### src/hdl/pwfr_pkg.sv
// ----------------------------------------------------------------------------
// pwfr_pkg
// Shared types and constants of the pulse width frame receiver.
// ----------------------------------------------------------------------------
package pwfr_pkg;

    // widths of the fixed fields
    localparam int WIDTH_W   = 16;
    localparam int BYTE_W    = 8;
    localparam int BITCNT_W  = 3;
    localparam int CFG_IDX_W = 2;

    // configuration register indexes
    localparam logic [CFG_IDX_W-1:0] CFG_ONE_MIN  = 2'd0;
    localparam logic [CFG_IDX_W-1:0] CFG_ONE_MAX  = 2'd1;
    localparam logic [CFG_IDX_W-1:0] CFG_ZERO_MIN = 2'd2;
    localparam logic [CFG_IDX_W-1:0] CFG_ZERO_MAX = 2'd3;

    // configuration reset values
    localparam logic [WIDTH_W-1:0] RST_ONE_MIN  = 16'd1000;
    localparam logic [WIDTH_W-1:0] RST_ONE_MAX  = 16'd1600;
    localparam logic [WIDTH_W-1:0] RST_ZERO_MIN = 16'd400;
    localparam logic [WIDTH_W-1:0] RST_ZERO_MAX = 16'd800;

    // bit entered at the top of the shift byte for a one
    localparam logic [BYTE_W-1:0] ONE_BIT_MASK = 8'd128;
    localparam logic [BITCNT_W-1:0] LAST_BIT   = 3'd7;

    // class of one pulse
    typedef enum logic [1:0] {
        PC_NOISE,
        PC_ZERO,
        PC_ONE
    } t_pulse_class;

    // one result item
    typedef struct packed {
        logic              is_length;
        logic [BYTE_W-1:0] byte_value;
        logic [BYTE_W-1:0] data_index;
        logic              frame_end;
    } t_result;

endpackage

### src/hdl/pwfr_front.sv
// ----------------------------------------------------------------------------
// pwfr_front
// Holds the width ranges and classifies each transferred pulse width.
// ----------------------------------------------------------------------------
module pwfr_front
    import pwfr_pkg::*;
(
    input  logic                 i_clk,
    input  logic                 i_rst_n,
    input  logic                 i_cfg_we,
    input  logic [CFG_IDX_W-1:0] i_cfg_index,
    input  logic [WIDTH_W-1:0]   i_cfg_data,
    input  logic [WIDTH_W-1:0]   i_pulse_width,
    output t_pulse_class         o_class
);

    logic [WIDTH_W-1:0] r_one_min;
    logic [WIDTH_W-1:0] r_one_max;
    logic [WIDTH_W-1:0] r_zero_min;
    logic [WIDTH_W-1:0] r_zero_max;
    logic               is_one;
    logic               is_zero;

    // range registers
    always_ff @(posedge i_clk) begin
        if (!i_rst_n) begin
            r_one_min  <= RST_ONE_MIN;
            r_one_max  <= RST_ONE_MAX;
            r_zero_min <= RST_ZERO_MIN;
            r_zero_max <= RST_ZERO_MAX;
        end else if (i_cfg_we) begin
            case (i_cfg_index)
                CFG_ONE_MIN:  r_one_min  <= i_cfg_data;
                CFG_ONE_MAX:  r_one_max  <= i_cfg_data;
                CFG_ZERO_MIN: r_zero_min <= i_cfg_data;
                CFG_ZERO_MAX: r_zero_max <= i_cfg_data;
                default: ;
            endcase
        end
    end

    // inclusive range checks, one-range wins
    assign is_one  = (i_pulse_width >= r_one_min) && (i_pulse_width <= r_one_max);
    assign is_zero = (i_pulse_width >= r_zero_min) && (i_pulse_width <= r_zero_max);

    always_comb begin
        if (is_one) begin
            o_class = PC_ONE;
        end else if (is_zero) begin
            o_class = PC_ZERO;
        end else begin
            o_class = PC_NOISE;
        end
    end

endmodule

### src/hdl/pwfr_queue.sv
// ----------------------------------------------------------------------------
// pwfr_queue
// Short queue of pulse classes between the classifier and the decoder.
// ----------------------------------------------------------------------------
module pwfr_queue
    import pwfr_pkg::*;
#(
    parameter int DEPTH = 2
)
(
    input  logic         i_clk,
    input  logic         i_rst_n,
    input  logic         i_push,
    input  t_pulse_class i_data,
    output logic         o_full,
    input  logic         i_pop,
    output logic         o_empty,
    output t_pulse_class o_data
);

    localparam int PTR_W = (DEPTH > 1) ? $clog2(DEPTH) : 1;
    localparam int CNT_W = $clog2(DEPTH + 1);

    t_pulse_class     r_slot [DEPTH];
    logic [PTR_W-1:0] r_wr_ptr;
    logic [PTR_W-1:0] r_rd_ptr;
    logic [CNT_W-1:0] r_count;
    logic [PTR_W-1:0] n_wr_ptr;
    logic [PTR_W-1:0] n_rd_ptr;

    assign o_full  = (r_count == CNT_W'(DEPTH));
    assign o_empty = (r_count == '0);
    assign o_data  = r_slot[r_rd_ptr];

    // pointer wrap
    assign n_wr_ptr = (r_wr_ptr == PTR_W'(DEPTH - 1)) ? '0 : r_wr_ptr + 1'b1;
    assign n_rd_ptr = (r_rd_ptr == PTR_W'(DEPTH - 1)) ? '0 : r_rd_ptr + 1'b1;

    // control
    always_ff @(posedge i_clk) begin
        if (!i_rst_n) begin
            r_wr_ptr <= '0;
            r_rd_ptr <= '0;
            r_count  <= '0;
        end else begin
            if (i_push) begin
                r_wr_ptr <= n_wr_ptr;
            end
            if (i_pop) begin
                r_rd_ptr <= n_rd_ptr;
            end
            if (i_push && !i_pop) begin
                r_count <= r_count + 1'b1;
            end else if (!i_push && i_pop) begin
                r_count <= r_count - 1'b1;
            end
        end
    end

    // storage
    always_ff @(posedge i_clk) begin
        if (i_push) begin
            r_slot[r_wr_ptr] <= i_data;
        end
    end

endmodule

### src/hdl/pwfr_back.sv
// ----------------------------------------------------------------------------
// pwfr_back
// Bit assembly, frame tracking and the output register.
// ----------------------------------------------------------------------------
module pwfr_back
    import pwfr_pkg::*;
(
    input  logic         i_clk,
    input  logic         i_rst_n,
    input  logic         i_empty,
    input  t_pulse_class i_class,
    output logic         o_pop,
    input  logic         i_out_stall,
    output logic         o_out_valid,
    output t_result      o_out
);

    logic                r_awaiting_start;
    logic [BYTE_W-1:0]   r_shift_byte;
    logic [BITCNT_W-1:0] r_bit_count;
    logic [BYTE_W-1:0]   r_byte_position;
    logic [BYTE_W-1:0]   r_declared_length;
    logic                r_out_valid;
    t_result             r_out;

    logic                n_awaiting_start;
    logic [BYTE_W-1:0]   n_shift_byte;
    logic [BITCNT_W-1:0] n_bit_count;
    logic [BYTE_W-1:0]   n_byte_position;
    logic [BYTE_W-1:0]   n_declared_length;
    logic                emit;
    t_result             result;
    logic [BYTE_W-1:0]   shifted;
    logic                done;

    // take a class when the output register can hold a result
    assign o_pop = !i_empty && (!r_out_valid || !i_out_stall);

    // decode step
    always_comb begin
        n_awaiting_start  = r_awaiting_start;
        n_shift_byte      = r_shift_byte;
        n_bit_count       = r_bit_count;
        n_byte_position   = r_byte_position;
        n_declared_length = r_declared_length;
        emit              = 1'b0;
        result            = '0;
        done              = 1'b0;
        shifted           = (r_shift_byte >> 1) | ((i_class == PC_ONE) ? ONE_BIT_MASK : '0);
        if (r_awaiting_start) begin
            if (i_class == PC_ONE) begin
                n_awaiting_start = 1'b0;
            end
        end else if (i_class == PC_NOISE) begin
            // noise drops the partial byte count, keeps frame position
            n_awaiting_start = 1'b1;
            n_bit_count      = '0;
        end else begin
            n_shift_byte = shifted;
            if (r_bit_count != LAST_BIT) begin
                n_bit_count = r_bit_count + 1'b1;
            end else begin
                n_bit_count       = '0;
                emit              = 1'b1;
                result.byte_value = shifted;
                if (r_byte_position == '0) begin
                    // header byte carries the length
                    n_declared_length = shifted;
                    done              = (shifted == '0);
                    result.is_length  = 1'b1;
                    result.data_index = '0;
                end else begin
                    done              = (r_byte_position == r_declared_length);
                    result.is_length  = 1'b0;
                    result.data_index = r_byte_position - 1'b1;
                end
                result.frame_end = done;
                if (done) begin
                    n_awaiting_start = 1'b1;
                    n_byte_position  = '0;
                    n_shift_byte     = '0;
                end else begin
                    n_byte_position = r_byte_position + 1'b1;
                end
            end
        end
    end

    // decoder state
    always_ff @(posedge i_clk) begin
        if (!i_rst_n) begin
            r_awaiting_start  <= 1'b1;
            r_shift_byte      <= '0;
            r_bit_count       <= '0;
            r_byte_position   <= '0;
            r_declared_length <= '0;
        end else if (o_pop) begin
            r_awaiting_start  <= n_awaiting_start;
            r_shift_byte      <= n_shift_byte;
            r_bit_count       <= n_bit_count;
            r_byte_position   <= n_byte_position;
            r_declared_length <= n_declared_length;
        end
    end

    // output register
    always_ff @(posedge i_clk) begin
        if (!i_rst_n) begin
            r_out_valid <= 1'b0;
        end else if (o_pop && emit) begin
            r_out_valid <= 1'b1;
        end else if (!i_out_stall) begin
            r_out_valid <= 1'b0;
        end
    end

    always_ff @(posedge i_clk) begin
        if (o_pop && emit) begin
            r_out <= result;
        end
    end

    assign o_out_valid = r_out_valid;
    assign o_out       = r_out;

endmodule

### src/hdl/pulse_width_frame_receiver.sv
// A result is registered: the pulse that completes its byte passes the class queue, then the output register.
// Throughput: one pulse per cycle while the output is not stalled, limited by the single decode step in the back end.
// The input stalls only while the class queue is full (output held by a stalled receiver).
// Reset: synchronous, active low; clears queue, decoder and output valid and restores
// the default width ranges.
// ----------------------------------------------------------------------------
// pulse_width_frame_receiver
// Classifies pulse widths, assembles LSB-first bytes and frames them by a
// leading length byte.
// ----------------------------------------------------------------------------
module pulse_width_frame_receiver
    import pwfr_pkg::*;
#(
    parameter int QUEUE_DEPTH = 2
)
(
    input  logic                 i_clk,
    input  logic                 i_rst_n,
    input  logic                 i_cfg_we,
    input  logic [CFG_IDX_W-1:0] i_cfg_index,
    input  logic [WIDTH_W-1:0]   i_cfg_data,
    input  logic                 i_in_valid,
    output logic                 o_in_stall,
    input  logic [WIDTH_W-1:0]   i_pulse_width,
    output logic                 o_out_valid,
    input  logic                 i_out_stall,
    output logic                 o_is_length,
    output logic [BYTE_W-1:0]    o_byte_value,
    output logic [BYTE_W-1:0]    o_data_index,
    output logic                 o_frame_end
);

    t_pulse_class front_class;
    t_pulse_class queue_class;
    logic         queue_full;
    logic         queue_empty;
    logic         queue_pop;
    logic         push;
    t_result      out_item;

    assign o_in_stall = queue_full;
    assign push       = i_in_valid && !queue_full;

    pwfr_front u_front (
        .i_clk         (i_clk),
        .i_rst_n       (i_rst_n),
        .i_cfg_we      (i_cfg_we),
        .i_cfg_index   (i_cfg_index),
        .i_cfg_data    (i_cfg_data),
        .i_pulse_width (i_pulse_width),
        .o_class       (front_class)
    );

    pwfr_queue #(
        .DEPTH (QUEUE_DEPTH)
    ) u_queue (
        .i_clk   (i_clk),
        .i_rst_n (i_rst_n),
        .i_push  (push),
        .i_data  (front_class),
        .o_full  (queue_full),
        .i_pop   (queue_pop),
        .o_empty (queue_empty),
        .o_data  (queue_class)
    );

    pwfr_back u_back (
        .i_clk       (i_clk),
        .i_rst_n     (i_rst_n),
        .i_empty     (queue_empty),
        .i_class     (queue_class),
        .o_pop       (queue_pop),
        .i_out_stall (i_out_stall),
        .o_out_valid (o_out_valid),
        .o_out       (out_item)
    );

    assign o_is_length  = out_item.is_length;
    assign o_byte_value = out_item.byte_value;
    assign o_data_index = out_item.data_index;
    assign o_frame_end  = out_item.frame_end;

endmodule

### config.mk
export PLATFORM = sky130hd
export DESIGN_NAME = pulse_width_frame_receiver
export DESIGN_NICKNAME = d
export VERILOG_FILES = /design/src/hdl/pwfr_pkg.sv /design/src/hdl/pwfr_front.sv /design/src/hdl/pwfr_queue.sv /design/src/hdl/pwfr_back.sv /design/src/hdl/pulse_width_frame_receiver.sv
export SDC_FILE = /design/constraint.sdc
export NUM_CORES = 1
export LEC_CHECK = 0
export ABC_AREA = 0
export ABC_CLOCK_PERIOD_IN_PS = 1900
export BUFFER_PORTS_ARGS = -buffer_cell sky130_fd_sc_hd__buf_2
export CORE_MARGIN = 1.5
export CORE_UTILIZATION = 54
export CTS_CLUSTER_SIZE = 8
export DETAILED_ROUTE_END_ITERATION = 10
export GPL_ROUTABILITY_DRIVEN = 1
export PLACE_DENSITY = 0.76
export SLEW_MARGIN = 20
export SYNTH_ARGS = -nofsm -noshare
export SYNTH_HDL_FRONTEND = slang
export SYNTH_SLANG_ARGS = --single-unit
### constraint.sdc
create_clock -name i_clk -period 1.9 [get_ports i_clk]
set_input_delay 0 -clock i_clk [delete_from_list [all_inputs] [get_ports i_clk]]
set_output_delay 0 -clock i_clk [all_outputs]
set_load 0.005 [all_outputs]
; ---- Word level (Yosys, flattened, before mapping)
; Memories as Yosys holds them, arrays and structs flattened. A register that Yosys moved wholly into a read port is not among the register bits.
; Cells that the tools add are included.
[word_totals]
output_inout_bits = 20
wordCells = 102
n_memories = 1
input_bits = 39
regBits = 115
mem_bits_rw = 4
[op_classes]
bitwise_logic = 4
reduce_logical = 30
n_eq_ne = 8
n_addsub = 7
muxes = 31
n_lt_le_gt_ge = 4
[mem_list]
columns = name, words, word_bits, read_ports, rd_clocked_by_memory_dff, write_ports, line
row1 = u_queue.r_slot, 2, 2, 1, 1, 1, pwfr_queue.sv:24  ; t_pulse_class r_slot [DEPTH];
[op_table]
columns = op, n
row1 = $ge A16 B16 Y1, 2
row2 = $le A16 B16 Y1, 2
row3 = $mux W8, 4
row4 = $mux W1, 22
row5 = $logic_not A8 Y1, 2
row6 = $reduce_and A2 Y1, 5
row7 = $add A8 B1 Y8 const B, 1
row8 = $eq A2 B2 Y1 const B, 4
row9 = $eq A8 B8 Y1, 1
row10 = $or A7 B8 Y8, 1
row11 = $sub A8 B1 Y8 const B, 1
row12 = $logic_and A1 B1 Y1, 7
row13 = $logic_not A1 Y1, 6
row14 = $logic_not A2 Y1, 3
row15 = $mux W2, 3
row16 = $mux W3, 2
row17 = $reduce_and A5 Y1, 1
row18 = $reduce_and A4 Y1, 1
row19 = $reduce_or A4 Y1, 1
row20 = $add A3 B1 Y3 const B, 1
row21 = $ne A3 B3 Y1 const B, 1
row22 = $not A1 Y1, 3
row23 = $reduce_and A3 Y1, 1
row24 = $reduce_or A3 Y1, 1
row25 = 7 further kinds, 8

; ---- Depth between registers and ports, before layout
; Gate-level depths: netlist of run 1.
[depth]
ltp_word = 12
ltp_mapped = 9
mapped_depth_nobuf = 8

; ---- By module
; From an unflattened synthesis of run 1, not the netlist that was laid out.
[hier_totals]
hier_cells = 726
area_unflattened_um2 = 6389.9
[by_module_without_submodules]
columns = module, area_per_inst_um2, cells_each, n_inst
row1 = pwfr_front, 3950.0, 489, 1
row2 = pwfr_back, 2064.5, 208, 1
row3 = pwfr_queue, 361.6, 28, 1
row4 = pulse_width_frame_receiver, 13.8, 1, 1

; ---- Least setup slack after synthesis of run 1
; Ideal clock, no wire load.
[synth_timing]
path_type = register -> register
start = register u_front.r_zero_max[1]
end = memory u_queue.r_slot[0][0] (netlist name), data pin
slack_ns = -0.193
arrival_ns = 1.896
setup_time_ns = 0.197
path_buffers = 0
stages_incl_launch_ff = 9
period_less_slack_ns = 2.093
cell_sequence = dfxtp_1 inv_1 ha_1 nor2b_1 o211ai_1 a21oi_1 a211o_1 a2111o_1 a221oi_1
[synth_via]
elab_chain_cells = 4
[synth_rtl]
columns = item, line
row1 = from (decl), pwfr_front.sv:20  ; logic [WIDTH_W-1:0] r_zero_max;
row2 = from (signal assigned), pwfr_front.sv:36  ; CFG_ZERO_MAX: r_zero_max <= i_cfg_data;
row3 = $le A16 B16 Y1, pwfr_front.sv:44  ; assign is_zero = (i_pulse_width >= r_zero_min) && (i_pulse_width <= r_zero_max);
row4 = $logic_and A1 B1 Y1, pwfr_front.sv:44
row5 = $mux W1, pwfr_front.sv:49  ; end else if (is_zero) begin
row6 = $mux W2, pwfr_front.sv:47  ; if (is_one) begin
row7 = named net front_class[0], pulse_width_frame_receiver.sv:33  ; t_pulse_class front_class;
row8 = to (decl), pwfr_queue.sv:24
; The timed path passes the listed nets, and every way through them passes these cells.

; ---- Final worst setup path of run 1
[layout_timing]
start = register u_front.r_zero_max[1]
end = memory u_queue.r_slot[1][0] (netlist name), data pin
; Same word-level chain as after synthesis.

==> impl_metrics.csv, run 1 <==
group,metric,value,unit
critical_path,r2r.worst_path.cells,8,
cts,clk_root_buf,"sky130_fd_sc_hd__clkbuf_16",
routing,avgViaCountPerCell,5.55,
routing,drtIter0Drc,450,
critical_path,cp_data_arrival_time,2330,ps
sta,fin_clk_skew,7.92,ps
cts,cts-buffers-inserted,17,
grt,grt_pass1_wl,25300,um
grt,grt_antenna_before_repair,0,
placement,portBuffers,58,
cts,tritoncts_clock_tree,"yes",
floorplanning,die_area,0.0124,mm2
placement,post_place_instance_area,0.00699,mm2
routing,routed_wl,15900,um
routing,route.detailed.drc,0,
cts,cts.path.max_buffers,2,
routing,detail-route-antenna-nets,0,
sta,postLayoutSetupSlackWorst,-201,ps
sta,worst_pin_slew,633,ps
cts,htreeDepth,4,
power_and_ir_drop,pwr_density_cell,859,mW/mm2
synth,synth-edff-count,22,
floorplanning,die_width,111,um
cts,path_clk_slew,60,ps
outcome,run_status,"complete, but fails checks",
outcome,violations,"setup timing",
final_layout,nets,927,
sta,final-hold-violation-count,0,
sta,timing_max_transition_violations_final,0,
grt,globalRoute.totalOverflow,0,
power_and_ir_drop,irDropWorstVdd,0.000760,V
worst_hold_path,holdPathStages,4,
synth,postSynth.asyncResetShare,0,%
critical_path,worstSetupStartpointType,"register",
critical_path,crit_required,2130,ps
routing,dr.pass1.iters,5,
synth,synth-seq-cells,119,
synth,synthFlopType,"sky130_fd_sc_hd__dfxtp_1",
routing,routed_wire_length_per_instance,16.3,um
synth,postSynthCellCount,710,
placement,hpwl_reported_at_the_end_of_detailed_placement,10900,um
critical_path,crit_path_end_kind,"register",
grt,track_usage,25.5,%
synth,synth.lib_cells_used.distinct,51,
placement,preCtsSetupSlack,-299,ps
sta,finalWorstPathRequiredPeriod,2100,ps
floorplanning,die-height,111,um
synth,synth-warning-count,0,
sta,grt_setup_unrepaired,"true",
routing,vias,5406,
final_layout,highest_count_cells_in_the_layout_ignoring_fill_and_taps,"sky130_fd_sc_hd__nand2_1, sky130_fd_sc_hd__dfxtp_1, sky130_fd_sc_hd__inv_1, sky130_fd_sc_hd__ha_1, sky130_fd_sc_hd__buf_2",
critical_path,setup.worst_path.class,"register to register",
floorplanning,total_number_of_placement_rows,39,
power_and_ir_drop,power_frac_comb,15.4,%
synth,synth_area,0.00635,mm2
worst_hold_path,worst_hold_path_type,"primary input to register",
sta,setup_viol_count_final,26,
job,maxCapViolations,0,
floorplanning,ioPinCount,59,
grt,largest_net_degree_at_the_start_of_global_routing,40,
final_layout,layout-drive-gt1-share,21.5,%
synth,syn_nets,819,
critical_path,top_fanout_value_on_the_critical_path,2,
cts,clock_sink_count,119,
power_and_ir_drop,p_switching,0.00176,W
placement,gpl.final_weighted_congestion,0.844,
power_and_ir_drop,power.internal,0.00511,W
sta,period_share,111,%
floorplanning,core_region_area,0.0114,mm2
grt,grt_pass1_vias,5464,
power_and_ir_drop,p_leak,3.22,nW
floorplanning,start_util,55.6,%
final_layout,postLayoutCellArea,0.00800,mm2
final_layout,leading_cell_type_in_the_layout_fill_and_taps_excluded,"sky130_fd_sc_hd__nand2_1",
final_layout,antenna_cells_inserted,0,
sta,max_freq,0.476,GHz
sta,timing.max_slew.rel_slack,57.7,%
power_and_ir_drop,power_frac_clock,44.0,%
power_and_ir_drop,sw_frac_of_total,25.6,%
power_and_ir_drop,sequentialPowerShare,40.5,%
cts,worstSkewPairLatency,420,ps
synth,seq_area_frac_synth,41.0,%
final_layout,synthToLayoutAreaGrowth,26.0,%
synth,post_synth.cell_area_avg,8.94,um2
synth_stat cells, drive strengths merged, types with 14 or more instances:
cell | n | area share (%)
a21boi | 51 | 6.0
a21oi | 21 | 1.7
and2 | 14 | 1.4
clkbuf | 25 | 1.5
dfxtp | 97 | 31
edfxtp | 22 | 10
ha | 70 | 14
inv | 68 | 4.0
mux2i | 14 | 2.2
nand2 | 128 | 7.6
nand4 | 16 | 1.6
nor2 | 35 | 2.1
nor2b | 16 | 1.6
o211ai | 18 | 2.1
xnor2 | 17 | 2.3
cell families after synthesis:
kind of cell / count (synthesis) / synth area share (%)
AOI/OAI and AO/OA: 130 / 14.5
xor gates and xnor gates: 23 / 3.17
adders and majority gates: 70 / 13.8
buffers and inverters: 98 / 6.09
DFF: 119 / 41.0
muxes: 14 / 2.21
and+or+nand+nor: 256 / 19.2
what timing repair did:
action / 4_1_cts / 5_1_grt
gates resized for setup: 9 / 44
setup endpoints to repair: 34 / 37
hold endpoints to repair: 67 / 0
hold buffers: 21 / 0
pin swaps: 10 / 23
cloned: 0 / 1
buffers inserted: 3 / 0
flip-flops by register name (all words and copies together) (netlist names), 3 cells and up, named ones only:
name	flops
u_back.o_out	18
u_front.r_one_max	16
u_front.r_one_min	16
u_front.r_zero_max	16
u_front.r_zero_min	16
u_back.r_byte_position	8
u_back.r_declared_length	8
u_back.r_shift_byte	7
u_queue.r_slot	4
u_back.r_bit_count	3
power groups by stage:
stage | sequential, W | clock [W] | combinational (W)
floorplan | 0.00281 | 0 | 0.000630
global placement | 0.00282 | 0 | 0.000891
global route | 0.00280 | 0.00317 | 0.00117
detailed placement | 0.00283 | 0 | 0.000944
CTS | 0.00278 | 0.00306 | 0.00101
finish | 0.00279 | 0.00303 | 0.00106
area by class of cell:
class	count	area [um2]
Clock inverter	9	72.6
Clock buffer	23	489
Timing Repair Buffer	118	806
Sequential cell	119	2610
Fill cell	859	3420
Multi-Input combinational cell	494	3590
Inverter	68	255
Tap cell	143	179
worst max-delay path, cell delays in order, from the launching register on:
cell                       delay [ps]
sky130_fd_sc_hd__dfxtp_2          330
sky130_fd_sc_hd__inv_2             40
sky130_fd_sc_hd__ha_4             210
sky130_fd_sc_hd__nor2b_4          130
sky130_fd_sc_hd__o211ai_1         180
sky130_fd_sc_hd__a21oi_1          110
sky130_fd_sc_hd__a211o_1          260
sky130_fd_sc_hd__a2111o_1         380
sky130_fd_sc_hd__a221oi_2         280
routing by layer:
layer | wire length [um] | track usage [%] | vias up
li1 | - | - | 2640
met1 | 6610 | 29.4 | 2531
met2 | 7880 | 44.3 | 190
met3 | 759 | 5.06 | 45
met4 | 599 | 14.2 | 0
met5 | 0 | 0 | -
through the flow:
step | total power (W) | std cells | utilization (%) | setup TNS (ps) | hold slack [ps]
floorplan | 0.00344 | 710 | - | -986 | 137
global placement | 0.00371 | 917 | 61.2 | -889 | 273
detailed placement | 0.00378 | 917 | 61.2 | -2190 | 281
CTS | 0.00685 | 973 | 68.6 | -573 | 3.96
global route | 0.00713 | 974 | 70.1 | -4490 | 64.1
finish | 0.00687 | 974 | 70.1 | -1290 | 19.5
worst paths after layout:
path / start / end / slack (ps)
setup / recovery: u_front.r_zero_max[1] / u_queue.r_slot[1][0] / -200
hold / removal: i_cfg_index[1] / u_front.r_one_min[14] / 20
setup reg to reg: u_front.r_zero_max[1] / u_queue.r_slot[1][0] / -200
hold reg to reg: u_front.r_one_min[15] / u_front.r_one_min[15] / 460
No activity file was read; power rests on OpenSTA's default activity.
==> run 2, diff against run 1 <==
Settings changed: CORE_UTILIZATION 54 to 45, PLACE_DENSITY 0.76 to 0.66.
==> run 2 against run 1 <==
  * The run still ends with setup timing left
  * Sequential cell count unchanged
  * Sequential power about the same
  * Total power is 3.8% higher
  * Critical path type unchanged
  * Largest power group unchanged
==> impl_metrics.csv, run 2 (same netlist as run 1, synthesis figures left out) <==
group,metric,value,unit
outcome,run_status,"complete, but fails checks",
outcome,violations,"setup timing",
grt,grt_antenna_before_repair,0,
floorplanning,total_number_of_placement_rows,43,
critical_path,worstSetupStartpointType,"register",
sta,setup_viol_count_final,24,
placement,hpwl_reported_at_the_end_of_detailed_placement,10800,um
floorplanning,start_util,45.9,%
placement,gpl.final_weighted_congestion,0.886,
cts,cts-buffers-inserted,17,
floorplanning,ioPinCount,59,
grt,track_usage,21.9,%
sta,period_share,111,%
sta,finalWorstPathRequiredPeriod,2110,ps
critical_path,crit_path_top_delay_cell,"sky130_fd_sc_hd__a2111o_1",
routing,drtIter0Drc,276,
power_and_ir_drop,power,0.00714,W
critical_path,top_fanout_value_on_the_critical_path,2,
critical_path,crit_chain,"inv_2 -> ha_4 -> nor2b_1 -> o211ai_1 -> a21oi_1 -> a211o_1 -> a2111o_1 -> a221oi_2",
placement,portBuffers,58,
final_layout,antenna_cells_inserted,0,
floorplanning,die-height,122,um
grt,globalRoute.totalOverflow,0,
final_layout,largest_register_ff_count,18,
floorplanning,die_area,0.0148,mm2
floorplanning,die_width,122,um
final_layout,highest_count_cells_in_the_layout_ignoring_fill_and_taps,"sky130_fd_sc_hd__nand2_1, sky130_fd_sc_hd__dfxtp_1, sky130_fd_sc_hd__inv_1, sky130_fd_sc_hd__ha_1, sky130_fd_sc_hd__buf_2",
power_and_ir_drop,irDropWorstVdd,0.000590,V
critical_path,crit_path_end_kind,"register",
final_layout,layout-drive-gt1-share,22.0,%
cts,path_clk_slew,50,ps
cts,worstSkewPairLatency,420,ps
power_and_ir_drop,p_leak,3.24,nW
routing,avgViaCountPerCell,5.20,
routing,detail-route-antenna-nets,0,
grt,grt_pass1_wl,25100,um
sta,total_neg_setup_slack,-847,ps
worst_hold_path,worst_hold_path_type,"primary input to register",
final_layout,fill_cells,1181,
floorplanning,core_region_area,0.0138,mm2
critical_path,setup.worst_path.class,"register to register",
routing,vias,5266,
final_layout,sequential_cell_area,0.00261,mm2
sta,fin_clk_skew,9.14,ps
sta,max_freq,0.474,GHz
job,maxCapViolations,0,
sta,worst_pin_slew,644,ps
placement,preCtsSetupSlack,-335,ps
sta,grt_setup_unrepaired,"true",
cts,clock_sink_count,119,
final_layout,postLayoutCellArea,0.00817,mm2
sta,timing.max_slew.rel_slack,57.0,%
final_layout,nets,929,
cts,cts.path.max_buffers,2,
critical_path,crit_required,2130,ps
grt,largest_net_degree_at_the_start_of_global_routing,39,
final_layout,area_of_combinational_cells_with_multiple_inputs,0.00365,mm2
routing,routed_wl,15400,um
routing,routed_wire_length_per_instance,15.2,um
sta,timing_max_transition_violations_final,0,
critical_path,max_stage_delay_on_crit_path,380,ps
placement,post_place_instance_area,0.00707,mm2
cts,htreeDepth,4,
sta,postLayoutSetupSlackWorst,-212,ps
critical_path,critical_path_s_top_delay_family,"compound AO/OA/AOI/OAI gates",
routing,dr.pass1.iters,5,
critical_path,critical_path_buf_inv_count,1,
cts,tritoncts_clock_tree,"yes",
sta,final-hold-violation-count,0,
routing,route.detailed.drc,0,
final_layout,synthToLayoutAreaGrowth,28.6,%
grt,grt_pass1_vias,5176,
critical_path,cp_data_arrival_time,2340,ps
sta,hold_ws,7.23,ps
power_and_ir_drop,pwr_density_cell,874,mW/mm2
cts,clk_root_buf,"sky130_fd_sc_hd__clkbuf_16",
final_layout,leading_cell_type_in_the_layout_fill_and_taps_excluded,"sky130_fd_sc_hd__nand2_1",
run 2: cell types whose count changed in the layout (fill, tap and decap cells not counted), sizes merged:
| cell | change |
|---|---|
| buf | +4 |
| clkbuf | +1 |
| clkinv | -3 |
| clkinvlp | -1 |
| bufinv | +2 |
| inv | +1 |
| dlygate4sd3 | -2 |
run 2: layer usage:
metal / share of wire [%] / vias up / wire length, um / GRT usage [%]
li1: - / 2650 / - / -
met1: 45 / 2485 / 6920 / 27.0
met2: 50 / 105 / 7640 / 37.1
met3: 3.4 / 26 / 528 / 4.45
met4: 2.2 / 0 / 340 / 9.26
met5: 0 / - / 0 / 0
run 2: repair_timing:
item,CTS,global route
gates resized for setup,18,36
hold buffers,19,0
buffers inserted,2,2
endpoints found under the setup margin,32,33
cloned,1,0
pin swaps,10,10
endpoints found under the hold margin,69,0
run 2: metrics by stage:
| step | std cells | utilization (%) |
|---|---|---|
| after global routing | 1013 | 59.1 |
| final | 1013 | 59.1 |
| after detailed placement | 957 | 51.1 |
| after floorplan | 710 | - |
| after CTS | 1011 | 57.7 |
| after global placement | 957 | 51.1 |
run 2: report_power, final:
| part | internal, W | leakage, nW | total, W | switching [W] |
|---|---|---|---|---|
| combinational | 0.000499 | 1.99 | 0.00106 | 0.000564 |
| clock | 0.00217 | 0.294 | 0.00329 | 0.00112 |
| sequential | 0.00269 | 0.952 | 0.00278 | 0.0000880 |
| total | 0.00536 | 3.24 | 0.00714 | 0.00177 |
run 2: cell type report:
cell class,count,area share [%]
clock inverter,8,1.46
sequential,119,31.9
tap,180,2.76
multi-input combinational,494,44.7
clock buffer,24,5.91
timing repair buffer,120,10.1
inverter,68,3.13
run 2: path summary, 6_finish.rpt:
check / start / end / slack [ps] / cells past startpoint
worst max-delay path: u_front.r_zero_max[1] / u_queue.r_slot[0][0] / -210 / 8
worst min-delay path: i_in_valid / u_queue.r_slot[1][1] / 7 / 2
worst max register to register: u_front.r_zero_max[1] / u_queue.r_slot[0][0] / -210 / 8
worst min register to register: u_front.r_zero_max[12] / u_front.r_zero_max[12] / 460 / 2
==> run 3, diff against run 2 <==
Settings changed: CTS_CLUSTER_SIZE 8 to not set, SETUP_SLACK_MARGIN set to 0.4, SKIP_CTS_REPAIR_TIMING set to 1.
==> run 3 against run 2 <==
  * The flow finishes with violations (hold timing, setup timing)
  * Wire length grew 1.9%
  * Clock power down 2%
  * Via count is 0.68% higher
  * Largest cell class unchanged
  * Final cell count up 0.30%
  * Highest routed layer is now met5
==> impl_metrics.csv, run 3 (same netlist as run 1, synthesis figures left out) <==
group,metric,value,unit
sta,setup_viol_count_final,37,
cts,htreeDepth,4,
sta,total_neg_setup_slack,-3530,ps
critical_path,top_fanout_value_on_the_critical_path,2,
sta,fin_clk_skew,11.2,ps
power_and_ir_drop,p_leak,3.31,nW
floorplanning,ioPinCount,59,
cts,clk_root_buf,"sky130_fd_sc_hd__clkbuf_16",
final_layout,layout-drive-gt1-share,26.1,%
sta,max_freq,0.467,GHz
cts,worstSkewPairLatency,430,ps
final_layout,fill_cells,1140,
final_layout,leading_cell_type_in_the_layout_fill_and_taps_excluded,"sky130_fd_sc_hd__nand2_1",
cts,cts.path.max_buffers,2,
critical_path,setup.worst_path.class,"register to register",
floorplanning,die_area,0.0148,mm2
routing,detail-route-antenna-nets,0,
grt,grt_pass1_wl,23900,um
power_and_ir_drop,sw_frac_of_total,25.7,%
outcome,run_status,"complete, but fails checks",
final_layout,highest_count_cells_in_the_layout_ignoring_fill_and_taps,"sky130_fd_sc_hd__nand2_1, sky130_fd_sc_hd__dfxtp_1, sky130_fd_sc_hd__inv_1, sky130_fd_sc_hd__ha_1, sky130_fd_sc_hd__buf_2",
routing,routed_wl,15700,um
floorplanning,die_width,122,um
critical_path,crit_required,2130,ps
job,maxCapViolations,0,
final_layout,largest_register_ff_count,18,
critical_path,crit_path_end_kind,"register",
floorplanning,core_region_area,0.0138,mm2
power_and_ir_drop,power_frac_comb,16.9,%
sta,timing.max_slew.rel_slack,59.6,%
sta,timing_max_transition_violations_final,0,
routing,drtIter0Drc,233,
final_layout,synthToLayoutAreaGrowth,31.3,%
routing,dr.pass1.iters,7,
cts,path_clk_slew,50,ps
sta,period_share,113,%
sta,worst_pin_slew,604,ps
sta,finalWorstPathRequiredPeriod,2140,ps
floorplanning,start_util,45.9,%
placement,portBuffers,58,
final_layout,nets,932,
routing,routed_wire_length_per_instance,15.5,um
outcome,violations,"hold timing, setup timing",
routing,route.detailed.drc,0,
floorplanning,total_number_of_placement_rows,43,
cts,clock_sink_count,119,
final_layout,antenna_cells_inserted,0,
worst_hold_path,worst_hold_path_type,"primary input to register",
floorplanning,die-height,122,um
grt,largest_net_degree_at_the_start_of_global_routing,50,
power_and_ir_drop,sequentialPowerShare,39.1,%
power_and_ir_drop,power.internal,0.00540,W
grt,globalRoute.totalOverflow,0,
placement,gpl.final_weighted_congestion,0.833,
grt,track_usage,21.0,%
cts,cts-buffers-inserted,17,
power_and_ir_drop,irDropWorstVdd,0.000630,V
routing,avgViaCountPerCell,5.22,
final_layout,finalCoreUtilization,60.3,%
critical_path,worstSetupStartpointType,"register",
power_and_ir_drop,p_switching,0.00187,W
power_and_ir_drop,pwr_density_cell,873,mW/mm2
grt,grt_pass1_vias,4942,
power_and_ir_drop,power_frac_clock,44.1,%
sta,hold_ws,-9.58,ps
sta,grt_setup_unrepaired,"true",
cts,tritoncts_clock_tree,"yes",
sta,postLayoutSetupSlackWorst,-242,ps
sta,final-hold-violation-count,3,
critical_path,cp_data_arrival_time,2370,ps
placement,hpwl_reported_at_the_end_of_detailed_placement,10400,um
routing,vias,5302,
grt,grt_antenna_before_repair,2,
==> run 3: worst max-delay path, stage by stage, from the launching register on <==
cell                       delay, ps
sky130_fd_sc_hd__dfxtp_2         330
sky130_fd_sc_hd__inv_2            40
sky130_fd_sc_hd__ha_4            230
sky130_fd_sc_hd__nor2b_1         120
sky130_fd_sc_hd__o211ai_1        160
sky130_fd_sc_hd__a21oi_1         110
sky130_fd_sc_hd__a211o_1         280
sky130_fd_sc_hd__a2111o_1        390
sky130_fd_sc_hd__a221oi_2        290
==> run 3: worst paths after layout <==
path              depth (start not counted)             startpoint                     to  slack (ps)
setup / recovery                          8  u_front.r_zero_max[1]   u_queue.r_slot[1][0]        -240
setup reg to reg                          8  u_front.r_zero_max[1]   u_queue.r_slot[1][0]        -240
hold reg to reg                           2  u_front.r_zero_min[1]  u_front.r_zero_min[1]         460
hold / removal                            3             i_in_valid   u_queue.r_slot[0][1]         -10
==> run 3: metal layers <==
metal	GRT usage, %	up-vias	wire (um)	share of wire, %
met4	9.04	2	374	2.4
met5	0	-	12	0.076
met2	35.3	111	7900	50
li1	-	2655	-	-
met1	25.4	2508	6800	43
met3	5.29	26	640	4.1
==> run 3: metrics by stage <==
step                area [um2]  hold WS [ps]  setup WS (ps)  power, W  cells
floorplan                 6450           137          -76.1   0.00349    710
global placement          7040           280           -195   0.00374    947
detailed placement        7040           294           -249   0.00379    947
CTS                       7620          -150           -268   0.00700    979
global route              8330          7.73           -301   0.00756   1016
finish                    8330         -9.58           -242   0.00727   1016
==> run 3: power by group through the flow <==
stage / Combinational (W) / Clock, W / Sequential, W
after CTS: 0.000953 / 0.00325 / 0.00280
after global routing: 0.00135 / 0.00335 / 0.00285
final: 0.00123 / 0.00321 / 0.00284
after detailed placement: 0.000946 / 0 / 0.00285
after floorplan: 0.000660 / 0 / 0.00283
after global placement: 0.000901 / 0 / 0.00284
==> run 3: area by class of cell <==
class	instances	area (um2)	share of cell area [%]
clock buffer	23	458	5.50
clock inverter	9	126	1.52
inverter	68	255	3.06
multi-input combinational	495	3760	45.1
sequential	119	2620	31.4
tap	180	225	2.70
timing repair buffer	122	887	10.6
